`config.mk`:
```
export PLATFORM = sky130hd
export DESIGN_NAME = hamming_sec_codec
export DESIGN_NICKNAME = d
export VERILOG_FILES = /design/src/rtl/hsc_pkg.sv /design/src/rtl/hamming_sec_codec.sv /design/src/rtl/hsc_cfg.sv /design/src/rtl/hsc_place.sv /design/src/rtl/hsc_syndrome.sv /design/src/rtl/hsc_correct.sv
export SDC_FILE = /design/constraint.sdc
export NUM_CORES = 1
export LEC_CHECK = 0
export ABC_AREA = 1
export BUFFER_PORTS_ARGS = -buffer_cell sky130_fd_sc_hd__buf_2
export CORE_ASPECT_RATIO = 0.7
export CORE_MARGIN = 1.5
export CORE_UTILIZATION = 53
export DETAILED_ROUTE_END_ITERATION = 16
export MAX_ROUTING_LAYER = met4
export PLACE_DENSITY = 0.77
export SYNTH_ARGS = -nofsm -noshare
export SYNTH_HDL_FRONTEND = slang
export SYNTH_SLANG_ARGS = --single-unit
```
`constraint.sdc`:
```
create_clock -name clk -period 18.4 [get_ports clk]
set_input_delay 1.84 -clock clk [delete_from_list [all_inputs] [get_ports clk]]
set_output_delay 1.84 -clock clk [all_outputs]
set_load 0.01 [all_outputs]
```
`src/rtl/hsc_pkg.sv`:
```
// Shared types, constants and code-construction functions for the Hamming SEC codec.
`timescale 1ns / 1ps
package hsc_pkg;

  localparam int WORD_W              = 64;  // width of the word ports
  localparam int SYN_W               = 7;   // width of the syndrome port
  localparam int DBITS_W             = 6;   // width of the data length register
  localparam int LEN_W               = 7;   // holds a code length up to 64
  localparam int DEF_MAX_CODE_BITS   = 64;
  localparam int DEF_MAX_PARITY_BITS = 7;

  localparam logic [DBITS_W-1:0] DATA_BITS_RST = 6'd8;

  typedef enum logic {
    OP_ENCODE = 1'b0,
    OP_DECODE = 1'b1
  } op_t;

  // Control that travels alongside each pipeline stage
  typedef struct packed {
    logic valid;
    op_t  op;
  } stage_ctl_t;

  // Least r with 2^r >= m + r + 1
  function automatic int parity_count(int m);
    int r;
    r = 0;
    for (int i = 0; i < 8; i++) begin
      if (m + r + 1 > (1 << r)) r++;
    end
    return r;
  endfunction

  // Largest data length that fits the code and parity limits
  function automatic int max_data_bits(int max_code, int max_par);
    int best;
    best = 1;
    for (int m = 1; m < 64; m++) begin
      if ((m + parity_count(m) <= max_code) && (parity_count(m) <= max_par)) best = m;
    end
    return best;
  endfunction

  // Code length n for a register value, with zero taken as one and saturation
  function automatic logic [LEN_W-1:0] code_len_of(logic [DBITS_W-1:0] dbits, int mmax);
    int m;
    m = (dbits == '0) ? 1 : int'(dbits);
    if (m > mmax) m = mmax;
    return LEN_W'(m + parity_count(m));
  endfunction

  // Data bit index carried at a non-power-of-two position p (1-based)
  function automatic int data_index(int p);
    int lg;
    lg = 0;
    for (int i = 0; i < 7; i++) begin
      if ((1 << (i + 1)) <= p) lg = i + 1;
    end
    return p - 2 - lg;
  endfunction

  // Positions (bit p-1) whose index has bit k set
  function automatic logic [WORD_W-1:0] cover_mask(int k);
    logic [WORD_W-1:0] msk;
    msk = '0;
    for (int p = 1; p <= WORD_W; p++) begin
      msk[p-1] = ((p >> k) & 1) != 0;
    end
    return msk;
  endfunction

endpackage

```
`src/rtl/hamming_sec_codec.sv`:
```
// Top level of the Hamming single-error-correcting codec.
`timescale 1ns / 1ps
// Hamming SEC encoder/decoder, no overall parity bit. One item is taken every cycle
// (busy stays low) and its result appears on out_* with out_strobe after passing through the
// register stages of placement, parity trees and correction, each of which owns one.
// Results are not held; the receiver must take each one in its strobe cycle.
// cfg_data_bits sets the data length m (zero reads as one, large values saturate to what
// fits MAX_CODE_BITS and MAX_PARITY_BITS); write it only with the pipeline empty.
// Codeword position p sits at bit p-1; bits at and above the code length come out zero.
module hamming_sec_codec #(
  parameter int MAX_CODE_BITS   = hsc_pkg::DEF_MAX_CODE_BITS,
  parameter int MAX_PARITY_BITS = hsc_pkg::DEF_MAX_PARITY_BITS
) (
  input  logic                        clk,
  input  logic                        rst_n,
  input  logic                        cfg_we,
  input  logic [hsc_pkg::DBITS_W-1:0] cfg_data_bits,
  input  logic                        start,
  output logic                        busy,
  input  logic                        in_operation,
  input  logic [hsc_pkg::WORD_W-1:0]  in_word_in,
  output logic                        out_strobe,
  output logic [hsc_pkg::WORD_W-1:0]  out_word_out,
  output logic [hsc_pkg::SYN_W-1:0]   out_syndrome,
  output logic                        out_corrected,
  output logic                        out_bad_syndrome
);
  import hsc_pkg::*;

  logic [LEN_W-1:0]           code_len;
  stage_ctl_t                 in_ctl;
  stage_ctl_t                 s1_ctl;
  stage_ctl_t                 s2_ctl;
  logic [MAX_CODE_BITS-1:0]   s1_word;
  logic [MAX_CODE_BITS-1:0]   s2_word;
  logic [MAX_PARITY_BITS-1:0] s2_syn;

  // Fully pipelined, never stalls
  assign busy = 1'b0;

  assign in_ctl.valid = start && !busy;
  assign in_ctl.op    = op_t'(in_operation);

  hsc_cfg #(
    .MAX_CODE_BITS  (MAX_CODE_BITS),
    .MAX_PARITY_BITS(MAX_PARITY_BITS)
  ) u_cfg (
    .clk          (clk),
    .rst_n        (rst_n),
    .cfg_we       (cfg_we),
    .cfg_data_bits(cfg_data_bits),
    .code_len     (code_len)
  );

  hsc_place #(
    .CODE_W(MAX_CODE_BITS)
  ) u_place (
    .clk     (clk),
    .rst_n   (rst_n),
    .ctl_in  (in_ctl),
    .word_in (in_word_in),
    .code_len(code_len),
    .ctl_r   (s1_ctl),
    .word_r  (s1_word)
  );

  hsc_syndrome #(
    .CODE_W(MAX_CODE_BITS),
    .PAR_W (MAX_PARITY_BITS)
  ) u_syndrome (
    .clk    (clk),
    .rst_n  (rst_n),
    .ctl_in (s1_ctl),
    .word_in(s1_word),
    .ctl_r  (s2_ctl),
    .word_r (s2_word),
    .syn_r  (s2_syn)
  );

  hsc_correct #(
    .CODE_W(MAX_CODE_BITS),
    .PAR_W (MAX_PARITY_BITS)
  ) u_correct (
    .clk             (clk),
    .rst_n           (rst_n),
    .ctl_in          (s2_ctl),
    .word_in         (s2_word),
    .syn_in          (s2_syn),
    .code_len        (code_len),
    .out_strobe      (out_strobe),
    .out_word_out    (out_word_out),
    .out_syndrome    (out_syndrome),
    .out_corrected   (out_corrected),
    .out_bad_syndrome(out_bad_syndrome)
  );

  // Every result comes from an earlier transfer
  a_strobe_from_transfer: assert property (@(posedge clk) disable iff (!rst_n)
    out_strobe |-> $past(start && !busy, 3))
    else $error("result strobe without a matching transfer");

  // A transfer with reset held off yields a result
  a_transfer_gives_result: assert property (@(posedge clk) disable iff (!rst_n)
    ($past(start && !busy, 3) && $past(rst_n, 3) && $past(rst_n, 2) && $past(rst_n, 1))
      |-> out_strobe)
    else $error("transfer lost in the pipeline");

  // A correction names a real position and never coincides with a bad syndrome
  a_corrected_consistent: assert property (@(posedge clk) disable iff (!rst_n)
    (out_strobe && out_corrected) |->
      (!out_bad_syndrome && (out_syndrome != '0) && (LEN_W'(out_syndrome) <= code_len)))
    else $error("correction flag inconsistent with syndrome");

  // Nothing is set at or above the code length
  a_word_masked: assert property (@(posedge clk) disable iff (!rst_n)
    out_strobe |-> ((out_word_out >> code_len) == '0))
    else $error("codeword bits set beyond code length");

endmodule

```
`src/rtl/hsc_cfg.sv`:
```
// Data length register; keeps the derived code length ready for the datapath.
`timescale 1ns / 1ps
module hsc_cfg #(
  parameter int MAX_CODE_BITS   = hsc_pkg::DEF_MAX_CODE_BITS,
  parameter int MAX_PARITY_BITS = hsc_pkg::DEF_MAX_PARITY_BITS
) (
  input  logic                        clk,
  input  logic                        rst_n,
  input  logic                        cfg_we,
  input  logic [hsc_pkg::DBITS_W-1:0] cfg_data_bits,
  output logic [hsc_pkg::LEN_W-1:0]   code_len
);
  import hsc_pkg::*;

  localparam int MMAX = max_data_bits(MAX_CODE_BITS, MAX_PARITY_BITS);

  logic [LEN_W-1:0] code_len_r;
  logic [LEN_W-1:0] code_len_nxt;

  // Work out n at write time so items see it from the next cycle
  always_comb begin
    code_len_nxt = code_len_r;
    if (cfg_we) begin
      code_len_nxt = code_len_of(cfg_data_bits, MMAX);
    end
  end

  always_ff @(posedge clk) begin
    if (!rst_n) begin
      code_len_r <= code_len_of(DATA_BITS_RST, MMAX);
    end else begin
      code_len_r <= code_len_nxt;
    end
  end

  assign code_len = code_len_r;

endmodule

```
`src/rtl/hsc_place.sv`:
```
// Stage 1: scatter data bits to codeword positions, or take the codeword, masked to n.
`timescale 1ns / 1ps
module hsc_place #(
  parameter int CODE_W = hsc_pkg::DEF_MAX_CODE_BITS
) (
  input  logic                       clk,
  input  logic                       rst_n,
  input  hsc_pkg::stage_ctl_t        ctl_in,
  input  logic [hsc_pkg::WORD_W-1:0] word_in,
  input  logic [hsc_pkg::LEN_W-1:0]  code_len,
  output hsc_pkg::stage_ctl_t        ctl_r,
  output logic [CODE_W-1:0]          word_r
);
  import hsc_pkg::*;

  logic [CODE_W-1:0] scat;
  logic [CODE_W-1:0] in_range;
  logic [CODE_W-1:0] word_nxt;

  // Fixed wiring: powers of two stay empty for the parity bits
  for (genvar p = 1; p <= CODE_W; p++) begin : g_pos
    if ((p & (p - 1)) == 0) begin : g_par
      assign scat[p-1] = 1'b0;
    end else begin : g_dat
      localparam int J = data_index(p);
      assign scat[p-1] = word_in[J];
    end
    assign in_range[p-1] = (LEN_W'(p) <= code_len);
  end

  always_comb begin
    if (ctl_in.op == OP_DECODE) begin
      word_nxt = word_in[CODE_W-1:0] & in_range;
    end else begin
      word_nxt = scat & in_range;
    end
  end

  always_ff @(posedge clk) begin
    if (!rst_n) begin
      ctl_r <= '0;
    end else begin
      ctl_r <= ctl_in;
    end
  end

  always_ff @(posedge clk) begin
    word_r <= word_nxt;
  end

endmodule

```
`src/rtl/hsc_syndrome.sv`:
```
// Stage 2: parity trees, one per syndrome bit, over the masked codeword.
`timescale 1ns / 1ps
module hsc_syndrome #(
  parameter int CODE_W = hsc_pkg::DEF_MAX_CODE_BITS,
  parameter int PAR_W  = hsc_pkg::DEF_MAX_PARITY_BITS
) (
  input  logic                clk,
  input  logic                rst_n,
  input  hsc_pkg::stage_ctl_t ctl_in,
  input  logic [CODE_W-1:0]   word_in,
  output hsc_pkg::stage_ctl_t ctl_r,
  output logic [CODE_W-1:0]   word_r,
  output logic [PAR_W-1:0]    syn_r
);
  import hsc_pkg::*;

  logic [PAR_W-1:0] syn_nxt;

  // Syndrome bit k is the XOR of all positions whose index has bit k set
  for (genvar k = 0; k < PAR_W; k++) begin : g_syn
    localparam logic [CODE_W-1:0] COVER = CODE_W'(cover_mask(k));
    assign syn_nxt[k] = ^(word_in & COVER);
  end

  always_ff @(posedge clk) begin
    if (!rst_n) begin
      ctl_r <= '0;
    end else begin
      ctl_r <= ctl_in;
    end
  end

  always_ff @(posedge clk) begin
    word_r <= word_in;
    syn_r  <= syn_nxt;
  end

endmodule

```
`src/rtl/hsc_correct.sv`:
```
// Stage 3: insert parity bits or flip the named bit, and register the result.
`timescale 1ns / 1ps
module hsc_correct #(
  parameter int CODE_W = hsc_pkg::DEF_MAX_CODE_BITS,
  parameter int PAR_W  = hsc_pkg::DEF_MAX_PARITY_BITS
) (
  input  logic                       clk,
  input  logic                       rst_n,
  input  hsc_pkg::stage_ctl_t        ctl_in,
  input  logic [CODE_W-1:0]          word_in,
  input  logic [PAR_W-1:0]           syn_in,
  input  logic [hsc_pkg::LEN_W-1:0]  code_len,
  output logic                       out_strobe,
  output logic [hsc_pkg::WORD_W-1:0] out_word_out,
  output logic [hsc_pkg::SYN_W-1:0]  out_syndrome,
  output logic                       out_corrected,
  output logic                       out_bad_syndrome
);
  import hsc_pkg::*;

  logic [CODE_W-1:0] flip_vec;
  logic [CODE_W-1:0] par_vec;
  logic              bad;
  logic              is_dec;

  logic              strobe_r;
  logic [CODE_W-1:0] word_r,  word_nxt;
  logic [SYN_W-1:0]  syn_r,   syn_nxt;
  logic              corr_r,  corr_nxt;
  logic              bad_r,   bad_nxt;

  // One-hot of the syndrome, and parity bits dropped on power-of-two positions
  for (genvar p = 1; p <= CODE_W; p++) begin : g_pos
    assign flip_vec[p-1] = (LEN_W'(syn_in) == LEN_W'(p));
    if ((p & (p - 1)) == 0) begin : g_par
      localparam int K = $clog2(p);
      if (K < PAR_W) begin : g_use
        assign par_vec[p-1] = syn_in[K];
      end else begin : g_none
        assign par_vec[p-1] = 1'b0;
      end
    end else begin : g_dat
      assign par_vec[p-1] = 1'b0;
    end
  end

  assign is_dec = (ctl_in.op == OP_DECODE);
  assign bad    = LEN_W'(syn_in) > code_len;

  always_comb begin
    if (is_dec) begin
      word_nxt = bad ? word_in : (word_in ^ flip_vec);
      syn_nxt  = SYN_W'(syn_in);
      corr_nxt = !bad && (syn_in != '0);
      bad_nxt  = bad;
    end else begin
      word_nxt = word_in | par_vec;
      syn_nxt  = '0;
      corr_nxt = 1'b0;
      bad_nxt  = 1'b0;
    end
  end

  always_ff @(posedge clk) begin
    if (!rst_n) begin
      strobe_r <= 1'b0;
    end else begin
      strobe_r <= ctl_in.valid;
    end
  end

  always_ff @(posedge clk) begin
    word_r <= word_nxt;
    syn_r  <= syn_nxt;
    corr_r <= corr_nxt;
    bad_r  <= bad_nxt;
  end

  assign out_strobe       = strobe_r;
  assign out_word_out     = WORD_W'(word_r);
  assign out_syndrome     = syn_r;
  assign out_corrected    = corr_r;
  assign out_bad_syndrome = bad_r;

endmodule
```
==> After elaboration in Yosys (flattened, before gate mapping) <==
Index checks and enable logic that the tools add are counted.
{ "totals": {"inputBits": 75, "out_inout_bits": 75, "ff_bits": 220} }
{ "classes": {"reduce_logical": 11, "muxes": 22, "n_eq_ne": 64, "magnitude_cmp": 74, "shift": 7, "addsub": 23, "bitwise_logic": 4} }
{ "ops": {"columns": ["cell", "n"], "rows": [
  ["$mux 32", 15],
  ["$add 32x2->32 const B", 14],
  ["$reduce_xor 64->1", 7],
  ["$add 32x32->32", 7],
  ["$eq 7x6->1 const B", 32],
  ["$gt 32x32->1", 7],
  ["$le 6x7->1 const A", 32],
  ["$shl 1x32->32 const A", 7],
  ["$mux 64", 3],
  ["$eq 7x5->1 const B", 16],
  ["$le 5x7->1 const A", 16],
  ["$and 63x64->64", 1],
  ["$and 64x64->64", 1],
  ["$or 64x64->64", 1],
  ["$xor 64x64->64", 1],
  ["$eq 7x4->1 const B", 8],
  ["$le 4x7->1 const A", 8],
  ["$gt 32x2->1 const B", 1],
  ["$gt 32x7->1 const B", 1],
  ["$eq 7x3->1 const B", 4],
  ["$le 3x7->1 const A", 4],
  ["$eq 7x2->1 const B", 2],
  ["$le 2x7->1 const A", 2],
  ["$mux 7", 2],
  ["other kinds (13)", 13]
]} }

==> Longest topological paths before layout <==
Gate-level depths: netlist of run 1.
{ "logic_depth": {"word_depth": 45, "depth_mapped": 136, "ltp_nobuf": 135} }

==> By module <==
From an unflattened synthesis of run 1, not the netlist that was laid out.
{ "unflattened": {"hier_cells": 2168, "area_unflattened_um2": 14669.1} }
{ "modules_own_cells": {"columns": ["module", "area_per_inst_um2", "cells_per_inst", "n_inst"], "rows": [
  ["hsc_syndrome", 3977.6, 590, 1],
  ["hsc_cfg", 3931.3, 580, 1],
  ["hsc_correct", 3814.9, 573, 1],
  ["hsc_place", 2934.1, 423, 1],
  ["hamming_sec_codec", 11.3, 2, 1]
]} }

==> Worst setup path before layout of run 1 <==
Ideal clock, no wire load.
{ "synth_path": {"path_kind": "in2reg", "from": "input port cfg_data_bits[3] (netlist name)", "to": "register u_cfg.code_len_r[6], in the netlist u_cfg.code_len[6]", "path_slack_ns": -0.999, "arrival_time_ns": 19.303, "required_ns": 18.305, "path_stages": 119, "cell_sequence": "buf_4 > nand2_2 > nor2_1 > inv_2 > nand2_1 > inv_1 > ha_1 > inv_1 > o21ai_0 > o2111ai_1 > a211oi_2 > nand2_1 > ha_1 > ha_1 > a21oi_1 > inv_1 > a211oi_1 > ha_1 > (+83 left out) > o21bai_1 > ha_1 > nand2_1 > inv_1 > nand3_1 > o221ai_1 > nand3_1 > nand2_2 > nand2_2 > xor2_1 > ha_1 > inv_1 > fa_1 > o31ai_1 > inv_1 > nor2_1 > o21ai_0 > a221oi_1"} }
{ "synth_between": {"elab_chain_cells": 45, "word_cells_on_any_way": 59, "cone_classes": "23 x add/sub; 9 x order compare; 7 x shift; 19 x mux; 1 x reduce/logical"} }
{ "synth_rtl": {"columns": ["item", "line", "text"], "rows": [
  ["from (decl)", "hamming_sec_codec.sv:17", "input logic [hsc_pkg::DBITS_W-1:0] cfg_data_bits,"],
  ["$logic_not 6->1", "hsc_pkg.sv:48", "m = (dbits == '0) ? 1 : int'(dbits);"],
  ["$mux 6 (*)", "hsc_pkg.sv:48", null],
  ["$gt 32x7->1", "hsc_pkg.sv:49", "if (m > mmax) m = mmax;"],
  ["$mux 32 (*)", "hsc_pkg.sv:49", null],
  ["$mux 32 (*)", "hsc_cfg.sv:23", "if (cfg_we) begin"],
  ["$add 32x2->32", "hsc_pkg.sv:30", "if (m + r + 1 > (1 << r)) r++;"],
  ["$gt 32x2->1", "hsc_pkg.sv:30", null],
  ["$mux 1", "hsc_pkg.sv:30", null],
  ["(+29 left out)", null, null],
  ["$mux 32", "hsc_pkg.sv:30", null],
  ["$mux 32", "hsc_cfg.sv:23", null],
  ["$add 32x32->32", "hsc_pkg.sv:30", null],
  ["$add 32x2->32", "hsc_pkg.sv:30", null],
  ["$gt 32x32->1", "hsc_pkg.sv:30", null],
  ["$mux 7", "hsc_pkg.sv:30", null],
  ["$mux 7", "hsc_cfg.sv:23", null],
  ["$add 7x7->7 (*)", "hsc_pkg.sv:50", "return LEN_W'(m + parity_count(m));"],
  ["to (signal assigned)", "hsc_cfg.sv:30", "code_len_r <= code_len_of(DATA_BITS_RST, MMAX);"],
  ["to (signal assigned)", "hsc_cfg.sv:32", "code_len_r <= code_len_nxt;"],
  ["to (decl)", "hsc_cfg.sv:17", "logic [LEN_W-1:0] code_len_r;"]
]} }
Every way passes the cells marked *; elsewhere a longest branch is shown, timed or not. The select of a mux whose other input is x is not followed.
A chain may end at the register's enable or synchronous reset.

==> Final worst setup path of run 1 <==
{ "layout_path": {"from": "input port cfg_data_bits[4] (netlist name)", "to": "register u_cfg.code_len_r[6], in the netlist u_cfg.code_len[6]"} }
Same word-level chain as after synthesis.

==> results.txt, run 1 <==
synthesis-to-layout area growth: 25.0%
fin util: 67.5%
vias in the first global route: 10100
Synth Cell Area: 12200 sq um
Final period util: 96.7%
Fmax: 56.2 MHz
area of the core: 22600 sq um
DRC: 0
arrival time at the worst endpoint: 18.20 ns
Mapped Avg Cell Area: 8.29 sq um
layout net count: 1920
Die Wd: 184 um
HP Class: reg -> reg
Slew Limit Headroom: 17.0%
placer congestion estimate: 0.988
Worst Tran Pin Value: 1.24 ns
die area: 24000 sq um
Ports: 150
Seq cells post-synth: 219
distinct cell type count after synthesis: 58
post-cts hold buffer count: 0
Post-Synthesis Cells: 1473
WP buf/inv: 27
vias: 11000
largest net degree at the start of global routing: 71
CP top delay family: adder cells
final std cells w/o fill: 2052
Setup Skew: 0.0162 ns
min cycle time layout: 17.80 ns
Inserted Diodes: 0
Initial Utilization: 54.0%
CTS sink cnt: 219
Async S/R FF share, synth: 0%
Pins Over Slew Limit: 0
routed len/inst: 18.1 um
wirelength, routed: 37200 um
DR iter-0 viols: 1431
GRT Total Usage: 30.4%
setup TNS: 0 ns
crit path max fanout: 7
CTS buffer count: 18
first-pass GRT wire length: 54600 um
Placed Instances: 2004
PortBufs: 148
most used cell, CP: inv_2
outcome: finished, final reports clean
final hold violations: 0
initial antenna violation count: 0
Clock Path Buffers: 3
Clock transition at path regs: 0.07 ns
grt ovf: 0
Required @ worst endpoint: 18.80 ns
total of max-cap violations: 0
setup violators final: 0
most common flop cell mapped by yosys: dfxtp_1
clk_lat worst skew: 0.49 ns
Ys Warns: 0
Slowest-stage cell, CP: fa_2
post-placement setup slack: -0.333 ns
crit-path max cell delay: 0.41 ns
CTS tree: yes
fill count: 1819
row cnt: 46
Antenna Nets Post-Route: 0
Root Buffer: clkbuf_16
DR pass1 iterations: 5
PnR worst setup slack: 0.598 ns
EDFF count, synth: 0
# H-tree levels: 1
share of cells above drive strength 1: 27.2%
Sequential Area: 4380 sq um
vias per cell: 5.38
register area share after synthesis: 35.9%
hpwl dp: 28200 um
Die Ht: 130 um
area of the multi-input gates: 7630 sq um
crit end category: flip-flop
Setup Crit Path Kind: in -> reg
crit start category: input port
==> final timing paths <==
check / slack (ns) / startpoint / endpoint / cells past startpoint
worst min register to register: 0.33 / u_place.word_r[63] / u_syndrome.syn_r[6] / 0
worst max register to register: 14.55 / u_cfg.code_len[2] / u_correct.out_word_out[44] / 13
worst max-delay path: 0.60 / cfg_data_bits[4] / u_cfg.code_len[6] / 119
worst min-delay path: 0.33 / u_place.word_r[63] / u_syndrome.syn_r[6] / 0
==> registers in the layout, summed over array words and instances, names as in the netlist <==
register,count
u_syndrome.ctl_r,2
u_place.word_r,64
u_correct.out_corrected,1
u_correct.out_bad_syndrome,1
u_correct.out_word_out,64
u_cfg.code_len,7
u_place.ctl_r,2
u_correct.out_syndrome,7
u_syndrome.word_r,63
u_correct.out_strobe,1
u_syndrome.syn_r,7
==> placed cells by master (no fill, tap or decap), types with 34 or more instances in the layout <==
master / count
nand2_1: 236
dfxtp_1: 219
buf_2: 146
xnor2_1: 143
inv_1: 138
buf_4: 112
nor2_1: 93
ha_1: 91
a21oi_1: 81
xor2_1: 64
nand3_1: 56
o21ai_0: 41
nand2_2: 34
==> layer usage <==
layer / up-vias / track usage (%) / routed length (um)
met1: 5153 / 47.7 / 18100
met5: - / - / 0
li1: 5253 / - / -
met2: 583 / 39.7 / 14500
met3: 42 / 6.50 / 4250
met4: 0 / 3.71 / 381
==> cells by family after synthesis <==
logic type | Yosys count | synth area share [%]
adders and majority gates | 117 | 12.4
AOI/OAI and AO/OA | 193 | 9.30
and+or+nand+nor | 526 | 20.4
DFF | 219 | 35.9
other | 1 | 0.0307
muxes | 6 | 0.492
xor gates and xnor gates | 209 | 15.0
buffers and inverters | 202 | 6.44
==> cells in the mapped netlist, types with 15 or more instances <==
cell / count / area share (%)
xnor2_1: 144 / 10
nand2_4: 15 / 1.4
nand4_1: 17 / 0.87
o21ai_0: 48 / 2.0
nor3_1: 23 / 0.94
xor2_1: 65 / 4.7
inv_1: 158 / 4.9
clkbuf_1: 27 / 0.83
dfxtp_1: 219 / 36
nand2_2: 25 / 1.3
nand2_1: 254 / 7.8
ha_1: 110 / 11
nand3_1: 58 / 2.4
nor2_1: 101 / 3.1
a21oi_1: 91 / 3.7
==> through the flow <==
stage                     hold WS [ns]  instance area [sq um]
after global routing             0.338                  15300
after global placement           0.310                  14000
final                            0.329                  15300
after floorplan                  0.310                  12300
after detailed placement         0.312                  14000
after CTS                        0.328                  14700
==> final cells by class <==
cell class,instances,area share (%)
Sequential cell,219,28.7
Timing Repair Buffer,261,10.5
Tap cell,312,2.56
Clock buffer,30,3.91
Clock inverter,2,0.0983
Inverter,170,4.24
Multi-Input combinational cell,1058,50.0
==> timing repair <==
| action | in CTS | in global routing |
|---|---|---|
| resized for setup | 0 | 123 |
| setup endpoints to repair | 0 | 7 |
| buffers inserted | 0 | 16 |
Power of run 1 is not shown: default switching activity piles up to over one toggle a cycle in this logic, so the estimate is an artifact.
==> inputs of run 2 (changes only) <==
--- a/config.mk
+++ b/config.mk
@@ -12,2 +12,3 @@
 export CORE_UTILIZATION = 53
+export CTS_CLUSTER_SIZE = 28
 export DETAILED_ROUTE_END_ITERATION = 16
==> constraint.sdc (replaced) <==
create_clock -name clk -period 18.4 [get_ports clk]
set_input_delay 0.92 -clock clk [delete_from_list [all_inputs] [get_ports clk]]
set_output_delay 0.92 -clock clk [all_outputs]
set_load 0.01 [all_outputs]
==> run 2 against run 1 <==
Utilization is 2.3 points lower. Clock-buffer cell count is 3 lower. First-iteration DRC count is 3.3% lower. Via count is 2.1% lower. Clock skew is 0.0028 ns lower. Sequential cell count stayed put. Register-to-register slack worse by 0.25 ns. Non-clock buffer count is 32 lower. Critical endpoint unchanged. Worst hold slack hardly changed. Fmax is 3.1% higher. Sequential share of layout area is 1.0 points higher. Highest routed layer unchanged.
==> results.txt, run 2 (synthesis gave the netlist of run 1 again) <==
crit start category: input port
Inserted Diodes: 0
Setup Crit Path Kind: in -> reg
Worst path depth: 119
Placed Instances: 1981
area of the core: 22600 sq um
initial antenna violation count: 0
cell area after layout: 14700 sq um
hold_ws: 0.329 ns
vias per cell: 5.34
WP buf/inv: 26
area of the multi-input gates: 7310 sq um
wirelength, routed: 36400 um
crit path max fanout: 7
reg-to-reg endpoint: u_correct.out_word_out[46]
total of max-cap violations: 0
Final period util: 93.8%
CTS tree: yes
Ports: 150
PortBufs: 148
layout net count: 1889
Worst Hold Launch: u_place.word_r[63]
crit end category: flip-flop
Worst Tran Pin Value: 1.09 ns
share of cells above drive strength 1: 22.5%
Clock Path Buffers: 3
most frequent cells in the layout: nand2_1, dfxtp_1, inv_1, buf_2, xnor2_1
CTS buffer count: 19
setup TNS: 0 ns
synthesis-to-layout area growth: 20.8%
min cycle time layout: 17.26 ns
fill count: 1878
routed len/inst: 18.0 um
final hold violations: 0
HP Class: reg -> reg
first-pass GRT wire length: 54900 um
length of routed met3 wiring: 4140 um
most common cell after layout, fill and taps aside: nand2_1
arrival time at the worst endpoint: 17.66 ns
RR Startpoint: u_cfg.code_len[2]
die area: 24000 sq um
Pins Over Slew Limit: 0
Slowest-stage cell, CP: fa_1
most used cell, CP: inv_1
hpwl dp: 28800 um
crit-path max cell delay: 0.41 ns
Reg2Reg Setup Slack: 14.30 ns
top layer reached by signal wires: met4
met1 WL: 18500 um
Required @ worst endpoint: 18.79 ns
DR iter-0 viols: 1384
DRC: 0
vias in the first global route: 9703
grt ovf: 0
Initial Utilization: 54.0%
row cnt: 46
placed cell area: 13800 sq um
placer congestion estimate: 0.984
CTS sink cnt: 219
r2r worst-path depth: 13
Clock transition at path regs: 0.07 ns
setup violators final: 0
Slew Limit Headroom: 27.0%
Sequential Area: 4380 sq um
CP Launch Point: cfg_data_bits[5]
Antenna Nets Post-Route: 0
clk_lat worst skew: 0.49 ns
routed wl met2: 13400 um
outcome: finished, final reports clean
Die Ht: 130 um
# H-tree levels: 1
Setup Skew: 0.0134 ns
GRT Total Usage: 30.9%
DR pass1 iterations: 5
final std cells w/o fill: 2022
Setup crit end: u_cfg.code_len[6]
vias: 10800
Die Wd: 184 um
Root Buffer: clkbuf_16
largest net degree at the start of global routing: 71
CP top delay family: adder cells
Fmax: 57.9 MHz
## run 2: area by class of cell
type,count,share of cell area (%)
Sequential cell,219,29.7
Inverter,170,4.43
Multi-Input combinational cell,1058,49.6
Tap cell,312,2.65
Clock inverter,7,0.645
Clock buffer,27,3.77
Timing Repair Buffer,229,9.18
## run 2: worst min-delay path by stage
stage / end / slack [ns] / cells after the start
after floorplan: u_syndrome.syn_r[6] / 0.31 / 0
after global placement: u_syndrome.syn_r[6] / 0.32 / 0
after detailed placement: u_syndrome.syn_r[6] / 0.31 / 0
after CTS: u_syndrome.syn_r[6] / 0.33 / 0
after global routing: u_syndrome.syn_r[6] / 0.34 / 0
final: u_syndrome.syn_r[6] / 0.33 / 0
## run 2: repair_timing
item / CTS / global route
endpoints found under the setup margin: 0 / 7
hold buffers: 0 / 0
gates resized for setup: 0 / 61
buffers inserted: 0 / 7
## run 2: per-layer routing
metal | up-vias | GRT usage [%]
met5 | - | -
li1 | 5200 | -
met4 | 0 | 3.42
met1 | 5027 | 50.0
met2 | 539 | 38.6
met3 | 34 | 6.50
## run 2: per-stage QoR
step                util [%]  setup WS [ns]
finish                  65.2           1.14
global route            65.2         -0.136
CTS                     63.8          0.303
detailed placement      60.9         -0.167
global placement        60.9          0.412
floorplan                  -         0.0372
Power of run 2 is left out for the same reason.
